### config.mk
export PLATFORM = sky130hd
export DESIGN_NAME = utf8_to_utf16_decoder_top
export DESIGN_NICKNAME = d
export VERILOG_FILES = /design/src/design/u8u16_pkg.sv /design/src/design/u8u16_core.sv /design/src/design/u8u16_ofifo.sv /design/src/design/utf8_to_utf16_decoder_top.sv
export SDC_FILE = /design/constraint.sdc
export NUM_CORES = 1
export LEC_CHECK = 0
export BUFFER_PORTS_ARGS = -buffer_cell sky130_fd_sc_hd__buf_2
export CAP_MARGIN = 20
export CORE_MARGIN = 2
export CORE_UTILIZATION = 45
export CTS_CLUSTER_DIAMETER = 30
export CTS_CLUSTER_SIZE = 12
export DETAILED_ROUTE_END_ITERATION = 6
export GPL_TIMING_DRIVEN = 1
export SLEW_MARGIN = 0
export SYNTH_ARGS = -nofsm -noshare
export SYNTH_HDL_FRONTEND = slang
export SYNTH_SLANG_ARGS = --single-unit
export TNS_END_PERCENT = 1
### constraint.sdc
create_clock -name aclk -period 10.6 [get_ports aclk]
set_input_delay 1.59 -clock aclk [delete_from_list [all_inputs] [get_ports aclk]]
set_output_delay 1.59 -clock aclk [all_outputs]
set_load 0.005 [all_outputs]
### src/design/u8u16_pkg.sv
// Shared types and constants for the UTF-8 to UTF-16 stream decoder.
// No dependencies; imported by every design file.
package u8u16_pkg;

    localparam int UnitW     = 16;
    localparam int ByteW     = 8;
    localparam int PointW    = 21;
    localparam int QDepth    = 4;
    localparam int QPtrW     = $clog2(QDepth);
    localparam int QCntW     = $clog2(QDepth + 1);

    localparam logic [UnitW-1:0]  CapReset   = 16'd256;
    localparam logic [PointW-1:0] PointMax   = 21'h10FFFF;
    localparam logic [PointW-1:0] SuppBase   = 21'h010000;
    localparam logic [PointW-1:0] SurrLow    = 21'h00D800;
    localparam logic [PointW-1:0] SurrHigh   = 21'h00DFFF;
    localparam logic [PointW-1:0] Min2       = 21'h000080;
    localparam logic [PointW-1:0] Min3       = 21'h000800;
    localparam logic [UnitW-1:0]  HiSurrBase = 16'hD800;
    localparam logic [UnitW-1:0]  LoSurrBase = 16'hDC00;

    localparam logic [2:0] SeqLen2 = 3'd2;
    localparam logic [2:0] SeqLen3 = 3'd3;
    localparam logic [2:0] SeqLen4 = 3'd4;

    typedef struct packed {
        logic [1:0]       count;
        logic [UnitW-1:0] unit0;
        logic             last0;
        logic [UnitW-1:0] unit1;
    } dec_out_t;

endpackage

### src/design/u8u16_core.sv
// Byte decoder: sequence state, validity checks and buffer-limit accounting.
// Produces up to two code units per accepted byte. Depends on u8u16_pkg.
module u8u16_core import u8u16_pkg::*; (
    input  logic             aclk,
    input  logic             aresetn,
    input  logic             in_accept,
    input  logic [ByteW-1:0] in_byte,
    input  logic [UnitW-1:0] cap,
    output dec_out_t         dec_out
);

    logic [PointW-1:0] pp_reg, pp_next;
    logic [1:0]        pend_reg, pend_next;
    logic [2:0]        seq_reg, seq_next;
    logic [UnitW-1:0]  uw_reg, uw_next;
    logic              stop_reg, stop_next;

    logic [PointW-1:0] shifted;
    logic [PointW-1:0] minimum;
    logic [PointW-1:0] cp;
    logic [PointW-1:0] cp_off;
    logic [UnitW:0]    uw_plus2;
    logic              bad;
    logic              emit;
    logic              lead;

    assign shifted  = {pp_reg[PointW-7:0], in_byte[5:0]};
    assign uw_plus2 = {1'b0, uw_reg} + 17'd2;

    always_comb begin
        case (seq_reg)
            SeqLen2: minimum = Min2;
            SeqLen3: minimum = Min3;
            SeqLen4: minimum = SuppBase;
            default: minimum = '0;
        endcase
    end

    assign bad = (shifted < minimum) || (shifted > PointMax) ||
                 ((shifted >= SurrLow) && (shifted <= SurrHigh));

    always_comb begin
        pp_next   = pp_reg;
        pend_next = pend_reg;
        seq_next  = seq_reg;
        uw_next   = uw_reg;
        stop_next = stop_reg;
        dec_out   = '0;
        emit      = 1'b0;
        lead      = 1'b0;
        cp        = '0;
        cp_off    = '0;
        if (in_accept) begin
            if (in_byte == '0) begin
                dec_out.count = 2'd1;
                dec_out.last0 = 1'b1;
                pp_next   = '0;
                pend_next = '0;
                seq_next  = '0;
                uw_next   = '0;
                stop_next = 1'b0;
            end else begin
                lead = 1'b1;
                if (pend_reg != 2'd0) begin
                    if (in_byte[7:6] == 2'b10) begin
                        lead      = 1'b0;
                        pp_next   = shifted;
                        pend_next = pend_reg - 2'd1;
                        if (pend_reg == 2'd1) begin
                            pp_next  = '0;
                            seq_next = '0;
                            if (!bad) begin
                                emit = 1'b1;
                                cp   = shifted;
                            end
                        end
                    end else begin
                        pp_next   = '0;
                        pend_next = '0;
                        seq_next  = '0;
                    end
                end
                if (lead) begin
                    if (in_byte[7] == 1'b0) begin
                        emit = 1'b1;
                        cp   = {{(PointW-ByteW){1'b0}}, in_byte};
                    end else if (in_byte[7:5] == 3'b110) begin
                        pp_next   = {{(PointW-5){1'b0}}, in_byte[4:0]};
                        pend_next = 2'd1;
                        seq_next  = SeqLen2;
                    end else if (in_byte[7:4] == 4'b1110) begin
                        pp_next   = {{(PointW-4){1'b0}}, in_byte[3:0]};
                        pend_next = 2'd2;
                        seq_next  = SeqLen3;
                    end else if (in_byte[7:3] == 5'b11110) begin
                        pp_next   = {{(PointW-3){1'b0}}, in_byte[2:0]};
                        pend_next = 2'd3;
                        seq_next  = SeqLen4;
                    end
                end
                if (emit && !stop_reg) begin
                    if (cp >= SuppBase) begin
                        if (uw_plus2 >= {1'b0, cap}) begin
                            stop_next = 1'b1;
                        end else begin
                            cp_off        = cp - SuppBase;
                            dec_out.count = 2'd2;
                            dec_out.unit0 = HiSurrBase + {6'b0, cp_off[19:10]};
                            dec_out.unit1 = LoSurrBase + {6'b0, cp_off[9:0]};
                            uw_next       = uw_plus2[UnitW-1:0];
                        end
                    end else if ((cap != '0) && (uw_reg < cap - 16'd1)) begin
                        dec_out.count = 2'd1;
                        dec_out.unit0 = cp[UnitW-1:0];
                        uw_next       = uw_reg + 16'd1;
                    end
                end
            end
        end
    end

    always_ff @(posedge aclk) begin
        if (!aresetn) begin
            pp_reg   <= '0;
            pend_reg <= '0;
            seq_reg  <= '0;
            uw_reg   <= '0;
            stop_reg <= 1'b0;
        end else begin
            pp_reg   <= pp_next;
            pend_reg <= pend_next;
            seq_reg  <= seq_next;
            uw_reg   <= uw_next;
            stop_reg <= stop_next;
        end
    end

    a_zero_clears: assert property (@(posedge aclk) disable iff (!aresetn)
        (in_accept && in_byte == '0) |=> (uw_reg == '0 && pend_reg == 2'd0 && !stop_reg))
        else $error("terminator did not clear decoder state");

    a_stopped_quiet: assert property (@(posedge aclk) disable iff (!aresetn)
        (stop_reg && dec_out.count != 2'd0) |-> dec_out.last0)
        else $error("unit emitted after output stopped");

    a_pend_seq: assert property (@(posedge aclk) disable iff (!aresetn)
        (pend_reg != 2'd0) |-> (seq_reg == SeqLen2 || seq_reg == SeqLen3 ||
                                seq_reg == SeqLen4))
        else $error("pending bytes without an open sequence");

endmodule

### src/design/u8u16_ofifo.sv
// Result queue: takes up to two code units per cycle, delivers one per word.
// Depends on u8u16_pkg.
module u8u16_ofifo import u8u16_pkg::*; (
    input  logic             aclk,
    input  logic             aresetn,
    input  dec_out_t         push,
    output logic             in_ready,
    output logic             m_tvalid,
    input  logic             m_tready,
    output logic [UnitW-1:0] m_tdata,
    output logic             m_tlast
);

    logic [UnitW:0]   mem_reg [QDepth];
    logic [QPtrW-1:0] head_reg, head_next;
    logic [QPtrW-1:0] tail_reg, tail_next;
    logic [QCntW-1:0] cnt_reg, cnt_next;
    logic [QPtrW-1:0] tail_p1;
    logic             pop;

    assign tail_p1  = tail_reg + 1'b1;
    assign pop      = m_tvalid && m_tready;
    assign m_tvalid = (cnt_reg != '0);
    assign m_tdata  = mem_reg[head_reg][UnitW-1:0];
    assign m_tlast  = mem_reg[head_reg][UnitW];
    assign in_ready = (cnt_reg <= QCntW'(QDepth - 2));

    always_comb begin
        head_next = pop ? head_reg + 1'b1 : head_reg;
        tail_next = tail_reg + QPtrW'(push.count);
        cnt_next  = cnt_reg + QCntW'(push.count) - QCntW'(pop);
    end

    always_ff @(posedge aclk) begin
        if (push.count != 2'd0) begin
            mem_reg[tail_reg] <= {push.last0, push.unit0};
        end
        if (push.count == 2'd2) begin
            mem_reg[tail_p1] <= {1'b0, push.unit1};
        end
    end

    always_ff @(posedge aclk) begin
        if (!aresetn) begin
            head_reg <= '0;
            tail_reg <= '0;
            cnt_reg  <= '0;
        end else begin
            head_reg <= head_next;
            tail_reg <= tail_next;
            cnt_reg  <= cnt_next;
        end
    end

    a_no_overflow: assert property (@(posedge aclk) disable iff (!aresetn)
        (push.count != 2'd0) |-> (cnt_reg <= QCntW'(QDepth - 2)))
        else $error("push into full result queue");

    a_cnt_range: assert property (@(posedge aclk) disable iff (!aresetn)
        cnt_reg <= QCntW'(QDepth))
        else $error("result queue count out of range");

    a_ptr_gap: assert property (@(posedge aclk) disable iff (!aresetn)
        QPtrW'(tail_reg - head_reg) == cnt_reg[QPtrW-1:0])
        else $error("queue pointers disagree with count");

endmodule

### src/design/utf8_to_utf16_decoder_top.sv
// Top level of the UTF-8 to UTF-16 stream decoder.
// Instantiates u8u16_core and u8u16_ofifo; depends on u8u16_pkg.
//
// Usage:
//   s_* channel carries one UTF-8 byte per word; a zero byte ends the string.
//   m_* channel carries one UTF-16 code unit per word; m_tlast marks the zero
//   terminator unit of each string. Supplementary characters leave as a
//   surrogate pair on two consecutive words.
//   cfg_wr_en / cfg_wr_data set the output buffer size in units (terminator
//   included); write only while the block is idle. Reset value 256.
// Timing:
//   One byte is taken per cycle while s_tready is high. The units that a byte
//   produces enter the result queue when the byte is accepted and leave on m_*
//   from there; a four-entry result queue absorbs surrogate pairs.
// Reset and stall:
//   aresetn clears the decoder state and the queue, and sets the capacity register to 256.
//   When the receiver stalls, s_tready drops once fewer than two queue slots
//   remain free; no word is lost.
module utf8_to_utf16_decoder_top import u8u16_pkg::*; (
    input  logic             aclk,
    input  logic             aresetn,
    input  logic             cfg_wr_en,
    input  logic [UnitW-1:0] cfg_wr_data,
    input  logic             s_tvalid,
    output logic             s_tready,
    input  logic [ByteW-1:0] s_tdata,   // [7:0] in_byte
    output logic             m_tvalid,
    input  logic             m_tready,
    output logic [UnitW-1:0] m_tdata,   // [15:0] code_unit
    output logic             m_tlast
);

    logic [UnitW-1:0] cap_reg;
    dec_out_t         dec_out;
    logic             in_accept;

    assign in_accept = s_tvalid && s_tready;

    always_ff @(posedge aclk) begin
        if (!aresetn) begin
            cap_reg <= CapReset;
        end else if (cfg_wr_en) begin
            cap_reg <= cfg_wr_data;
        end
    end

    u8u16_core u_core (
        .aclk      (aclk),
        .aresetn   (aresetn),
        .in_accept (in_accept),
        .in_byte   (s_tdata),
        .cap       (cap_reg),
        .dec_out   (dec_out)
    );

    u8u16_ofifo u_ofifo (
        .aclk     (aclk),
        .aresetn  (aresetn),
        .push     (dec_out),
        .in_ready (s_tready),
        .m_tvalid (m_tvalid),
        .m_tready (m_tready),
        .m_tdata  (m_tdata),
        .m_tlast  (m_tlast)
    );

endmodule
== After elaboration in Yosys (flattened, before gate mapping) ==
Memory sizes are Yosys's and may differ from the RTL's. A register that Yosys moved wholly into a read port is not among the register bits.
Cells that the tools add are included.

* Word-level logic and storage cells: 133
* Bits in writable memories: 68
* Input bits: 29
* Register bits: 66
* Memories kept: 1

{| class="wikitable"
|+ Memories
! memory !! depth !! width !! read ports !! clocked after memory_dff !! wr ports !! line !! RTL
|-
| u_ofifo.mem_reg || 4 || 17 || 1 || 1 || 2 || u8u16_ofifo.sv:14 || <nowiki>logic [UnitW:0] mem_reg [QDepth];</nowiki>
|}

* Multiplexer cells: 74
* $lt $le $gt $ge: 8
* $add $sub $neg: 12
* Reduce and logical (&&, ||, !) cells: 19
* Equality and inequality tests: 10

{| class="wikitable"
|+ Operators with widths
! operator !! count
|-
| $mux 21 || 17
|-
| $mux 16 || 10
|-
| $mux 18 || 3
|-
| $pmux 17 s3 || 1
|-
| $mux 35 || 1
|-
| $add 15x11->16 const A || 2
|-
| $mux 3 || 9
|-
| $mux 2 || 11
|-
| $ge 21x16->1 const B || 1
|-
| $ge 21x17->1 const B || 1
|-
| $gt 21x21->1 const B || 1
|-
| $le 21x16->1 const B || 1
|-
| $lt 21x17->1 || 1
|-
| $mux 1 || 21
|-
| $sub 20x17->20 const B || 1
|-
| $add 16x2->17 const B || 1
|-
| $ge 17x16->1 || 1
|-
| $mux 17 || 1
|-
| $add 16x1->16 const B || 1
|-
| $lt 16x16->1 || 1
|-
| $reduce_bool 16->1 || 1
|-
| $sub 16x1->16 const B || 1
|-
| $reduce_bool 2->1 || 5
|-
| $logic_not 8->1 || 1
|-
| other kinds (18) || 29
|}

== Longest topological paths before layout ==
* Depth in word-level cells: 23
* Mapped depth: 21
* Depth with buffers taken out: 21

== Hierarchy ==
From an unflattened synthesis, not the netlist that was laid out.

* Cells, all modules: 783
* Area total of the unflattened synthesis: 8240.4 sq um

{| class="wikitable"
|+ By module, submodules not included
! module !! area an instance (sq um) !! times used !! sequential area each (sq um) !! cells an instance
|-
| u8u16_core || 3858.7 || 1 || 740.7 || 503
|-
| u8u16_ofifo || 3762.4 || 1 || 2182.1 || 228
|-
| utf8_to_utf16_decoder_top || 619.3 || 1 || 320.3 || 52
|}

== Least setup slack after synthesis ==
Ideal clock, no wire load.

* Kind: input-to-reg
* Start point: in s_tdata[6]
* End point: reg u_ofifo.cnt_reg[2]
* Slack: 5.601 ns
* Buffers on the path: 2
* Arrival: 4.884 ns
* Data required time: 10.485 ns
* Stages: 19
* Path through: clkbuf_1 > nor3b_1 > and2_1 > and3_4 > and2_1 > clkbuf_1 > nand2_1 > inv_1 > ha_1 > nor3b_1 > a21o_1 > o211ai_4 > nor2_4 > inv_2 > ha_1 > fa_1 > xor2_1 > xnor2_1 > and2_1

* Longest elaborated chain between the ends: 15
* Elaborated cells between the ends (all ways): 26

{| class="wikitable"
|+ Ends and longest elaborated chain
! element !! line !! RTL
|-
| from (decl) || utf8_to_utf16_decoder_top.sv:26 || <nowiki>input logic [ByteW-1:0] s_tdata,</nowiki>
|-
| $eq 2x2->1 || u8u16_core.sv:65 || <nowiki>if (in_byte[7:6] == 2'b10) begin</nowiki>
|-
| $mux 1 || u8u16_core.sv:65 ||
|-
| $mux 1 || u8u16_core.sv:64 || <nowiki>if (pend_reg != 2'd0) begin</nowiki>
|-
| $mux 1 || u8u16_core.sv:54 || <nowiki>if (in_byte == '0) begin</nowiki>
|-
| $mux 1 || u8u16_core.sv:53 || <nowiki>if (in_accept) begin</nowiki>
|-
| $mux 21 || u8u16_core.sv:83 || <nowiki>if (lead) begin</nowiki>
|-
| $mux 21 || u8u16_core.sv:54 ||
|-
| $mux 21 || u8u16_core.sv:53 ||
|-
| $ge 21x17->1 || u8u16_core.sv:102 || <nowiki>if (cp >= SuppBase) begin</nowiki>
|-
| $mux 18 || u8u16_core.sv:102 ||
|-
| $mux 18 || u8u16_core.sv:101 || <nowiki>if (emit && !stop_reg) begin</nowiki>
|-
| $mux 2 (*) || u8u16_core.sv:54 ||
|-
| $mux 35 (*) || u8u16_core.sv:53 ||
|-
| $add 3x2->3 (*) || u8u16_ofifo.sv:31 || <nowiki>cnt_next = cnt_reg + QCntW'(push.count) - QCntW'(pop);</nowiki>
|-
| $sub 3x1->3 (*) || u8u16_ofifo.sv:31 ||
|-
| to (signal assigned) || u8u16_ofifo.sv:51 || <nowiki>cnt_reg <= cnt_next;</nowiki>
|-
| to (decl) || u8u16_ofifo.sv:17 || <nowiki>logic [QCntW-1:0] cnt_reg, cnt_next;</nowiki>
|}

Every way passes the cells marked *; elsewhere a longest branch is shown, timed or not. The select of a mux whose other input is x is not followed.
A chain may end at the register's enable or synchronous reset.

== Worst setup path after layout ==
* Start point: reg u_core.uw_reg[1]
* End point: reg u_ofifo.cnt_reg[2]

* Longest elaborated chain between the ends: 9
* Elaborated cells between the ends (all ways): 12

{| class="wikitable"
|+ Ends and longest elaborated chain
! element !! line !! RTL
|-
| from (decl) || u8u16_core.sv:15 || <nowiki>logic [UnitW-1:0] uw_reg, uw_next;</nowiki>
|-
| from (signal assigned) || u8u16_core.sv:133 || <nowiki>uw_reg <= uw_next;</nowiki>
|-
| $add 16x2->17 or $lt 16x16->1 (tied branches) || u8u16_core.sv:28, u8u16_core.sv:112 ||
|-
| $ge 17x16->1 or $logic_and 1x1->1 (tied branches) || u8u16_core.sv:103, u8u16_core.sv:112 ||
|-
| $mux 18 or $mux 17 (tied branches) || u8u16_core.sv:103, u8u16_core.sv:112 ||
|-
| $mux 18 (*) || u8u16_core.sv:102 ||
|-
| $mux 18 (*) || u8u16_core.sv:101 ||
|-
| $mux 2 (*) || u8u16_core.sv:54 ||
|-
| $mux 35 (*) || u8u16_core.sv:53 ||
|-
| $add 3x2->3 (*) || u8u16_ofifo.sv:31 ||
|-
| $sub 3x1->3 (*) || u8u16_ofifo.sv:31 ||
|}

Every way passes the cells marked *; elsewhere a longest branch is shown, timed or not.

==> metrics.txt <==
Setup crit end kind flop; crit path DAT between 5000 and 6000 ps; total grt overflow 0; DP HPWL approximately 15000 um; row cnt 48; CTS tree built; startpoint types flop; Final ANT Viol Nets 0; drc violations 0; max-cap violations 0; syn_nets 888; synth unique cells about 70; synth top area cells edfxtp_1 (23%), dfxtp_1 (18%), ha_1 (7.2%), mux4_2 (4.9%), nand2_1 (3.4%); Worst Hold Class flop to flop; initial antenna violation count 0; prevailing post-synth register cell dfxtp_1; Netlist Area Pre-Place 7780 sq um; EDFF count, synth 60; GRT Util Overall between 20 and 25%; share of synthesized registers carrying an async set or reset 0%; most frequent cells after synthesis dfxtp_1 (70), nand2_1 (70), nor2_1 (67); synthesized area per cell roughly 9.6 sq um; cell count after synthesis 813; Worst slew margin 37.9%; CTS buffer count 17; via count between 6000 and 7000; Worst Skew roughly 16 ps; outcome completed; vias in the first global route around 6200; Final Power approximately 1.4 mW; Detailed Routing Iterations Pass 1 6; Die H between 100 and 150 um; H-tree levels 4; Hold Fails Final Rpt 0; #FFs+latches synth 130; Final period util 50.9%; clock buffer depth 2; Final nets 915; IO Count 48; Synth top area share a little under a quarter; die area between 15000 and 20000 sq um; Initial Utilization a little under half; clk_lat worst skew between 400 and 500 ps; fin cells roughly 1100; cts hold-fix bufs 0; largest net degree at the start of global routing a little over 40; final-report max-slew violation count 0; Internal between 1 and 1.5 mW; total core area roughly 17000 sq um; Worst Path Required ~11000 ps; max reg flops ~70; # setup viols final 0; power density over the cells between 150 and 200 nW/um^2; Seq/Total Area, Yosys between 40% and 50%; Clock Power Share about two fifths; P_sw around 400 uW; Tmin final 5400 ps; cell count after placement ~1000; Net Sw Frac 28.0%; Leak 3.22 nW; Clk pin slew, worst setup/hold paths around 60 ps; Wirelength per Cell approximately 18 um; clk root buf clkbuf_16; Core Util, Final 51.0%; I/O Buffers 47; register share of total power roughly 41%; Synth-to-Final Area Change 12.2%; CP max FO 17; unrepaired setup endpoints after global routing false; drt total wl around 20000 um; diode count 0; chip width about 140 um; Least-Margin Pin Slew around 930 ps; Max Clk Rate 0.185 GHz; Yosys top cell by area edfxtp_1; Worst VDD drop ~0.00011 V; Final Wtd Congestion roughly 0.92; share of layout cells above drive strength 1 14.0%; Post-CTS Resized 0; Clock Sink Count 130; post-CTS setup buffer count 0; Logic pwr share 19.2%; first-pass GRT wire length 32200 um; setup_tns 0 ps; via/cell ratio between 5 and 6; First DRT Iteration DRCs 600; critical path class flop to flop; Synth Warn # 0; fillers ~1600
==> placed cells by master (no fill, tap or decap), types with 6 or more instances in the layout <==
| master | netlist | routed |
|---|---|---|
| xor2_1 | 11 | 11 |
| edfxtp_1 | 60 | 60 |
| and3_1 | 7 | 7 |
| o22ai_1 | 19 | 19 |
| o21ai_0 | 29 | 29 |
| clkbuf_16 | 0 | 17 |
| a22oi_1 | 13 | 13 |
| nor2b_1 | 34 | 34 |
| mux4_2 | 17 | 17 |
| nand2_1 | 70 | 70 |
| mux2i_1 | 16 | 16 |
| xnor2_1 | 27 | 27 |
| nor3b_1 | 6 | 6 |
| a32o_1 | 9 | 9 |
| nand3_1 | 39 | 39 |
| dfxtp_1 | 70 | 70 |
| nor2_1 | 67 | 67 |
| a22o_1 | 11 | 11 |
| ha_1 | 45 | 45 |
| nand2b_1 | 6 | 6 |
| buf_2 | 5 | 47 |
| inv_1 | 39 | 39 |
| and2_1 | 19 | 19 |
| nand4_1 | 7 | 7 |
| nor3_1 | 9 | 9 |
| a21oi_1 | 50 | 50 |
==> stage by stage <==
step                cell area [sq um]  setup WS (ps)  hold slack, ps
CTS                              8730           5210             456
global route                     8730           4810             489
global placement                 8140           5160             436
floorplan                        7780           5600             421
finish                           8730           5200             452
detailed placement               8170           4950             443
==> kinds of logic after synthesis <==
| logic type | after synthesis | synth area share (%) |
|---|---|---|
| AND/OR/NAND/NOR | 297 | 19.5 |
| AO/OA/AOI/OAI | 188 | 16.6 |
| flip-flops | 130 | 41.2 |
| buffers and inverters | 81 | 4.08 |
| adder cells (fa/ha/maj) | 46 | 7.49 |
| XOR/XNOR | 38 | 4.28 |
| multiplexers | 33 | 6.98 |
==> power by group through the flow <==
stage | logic (mW) | clock network (mW) | registers [mW]
after floorplan | 0.204 | 0 | 0.573
after global placement | 0.250 | 0 | 0.601
after detailed placement | 0.275 | 0 | 0.592
after CTS | 0.276 | 0.572 | 0.582
after global routing | 0.304 | 0.594 | 0.586
final | 0.272 | 0.562 | 0.581
==> final timing paths <==
kind                           from                     end  slack [ps]  cells after the start
max                u_core.uw_reg[1]      u_ofifo.cnt_reg[2]        5200                     19
max reg2reg        u_core.uw_reg[1]      u_ofifo.cnt_reg[2]        5200                     19
min          u_ofifo.mem_reg[0][13]  u_ofifo.mem_reg[0][13]         450                      1
min reg2reg  u_ofifo.mem_reg[0][13]  u_ofifo.mem_reg[0][13]         450                      1
==> routing by layer <==
layer	vias to the layer above	track usage, %	wire length (um)	part of all wire, %
met5	-	0	0	0
met4	0	7.75	373	1.9
met3	31	3.85	989	5.0
met2	215	38.1	9740	50
met1	3034	29.1	8550	44
li1	3041	-	-	-
==> layout make-up <==
class,instances,area (sq um),share of cell area [%]
multi-input cells,602,4260,48.8
flip-flops and latches,130,3200,36.7
clock buffers,21,460,5.27
well taps,225,282,3.22
repair buffers,49,270,3.09
inverters,40,150,1.72
clock inverters,11,105,1.20
==> worst max-delay path, cell delays in order, from the launching register on <==
cell	delay, ps
dfxtp_1	450
ha_1	260
and3_1	230
nand3_1	190
nor2_1	230
and3_1	260
nand3_1	190
or2_2	360
xnor2_1	200
ha_1	280
nor2b_1	130
a311oi_1	550
o211ai_4	230
nor2_4	360
inv_2	170
ha_1	340
fa_1	430
xor2_1	160
xnor2_1	120
and2_1	150
No activity file was read; power rests on OpenSTA's default activity.
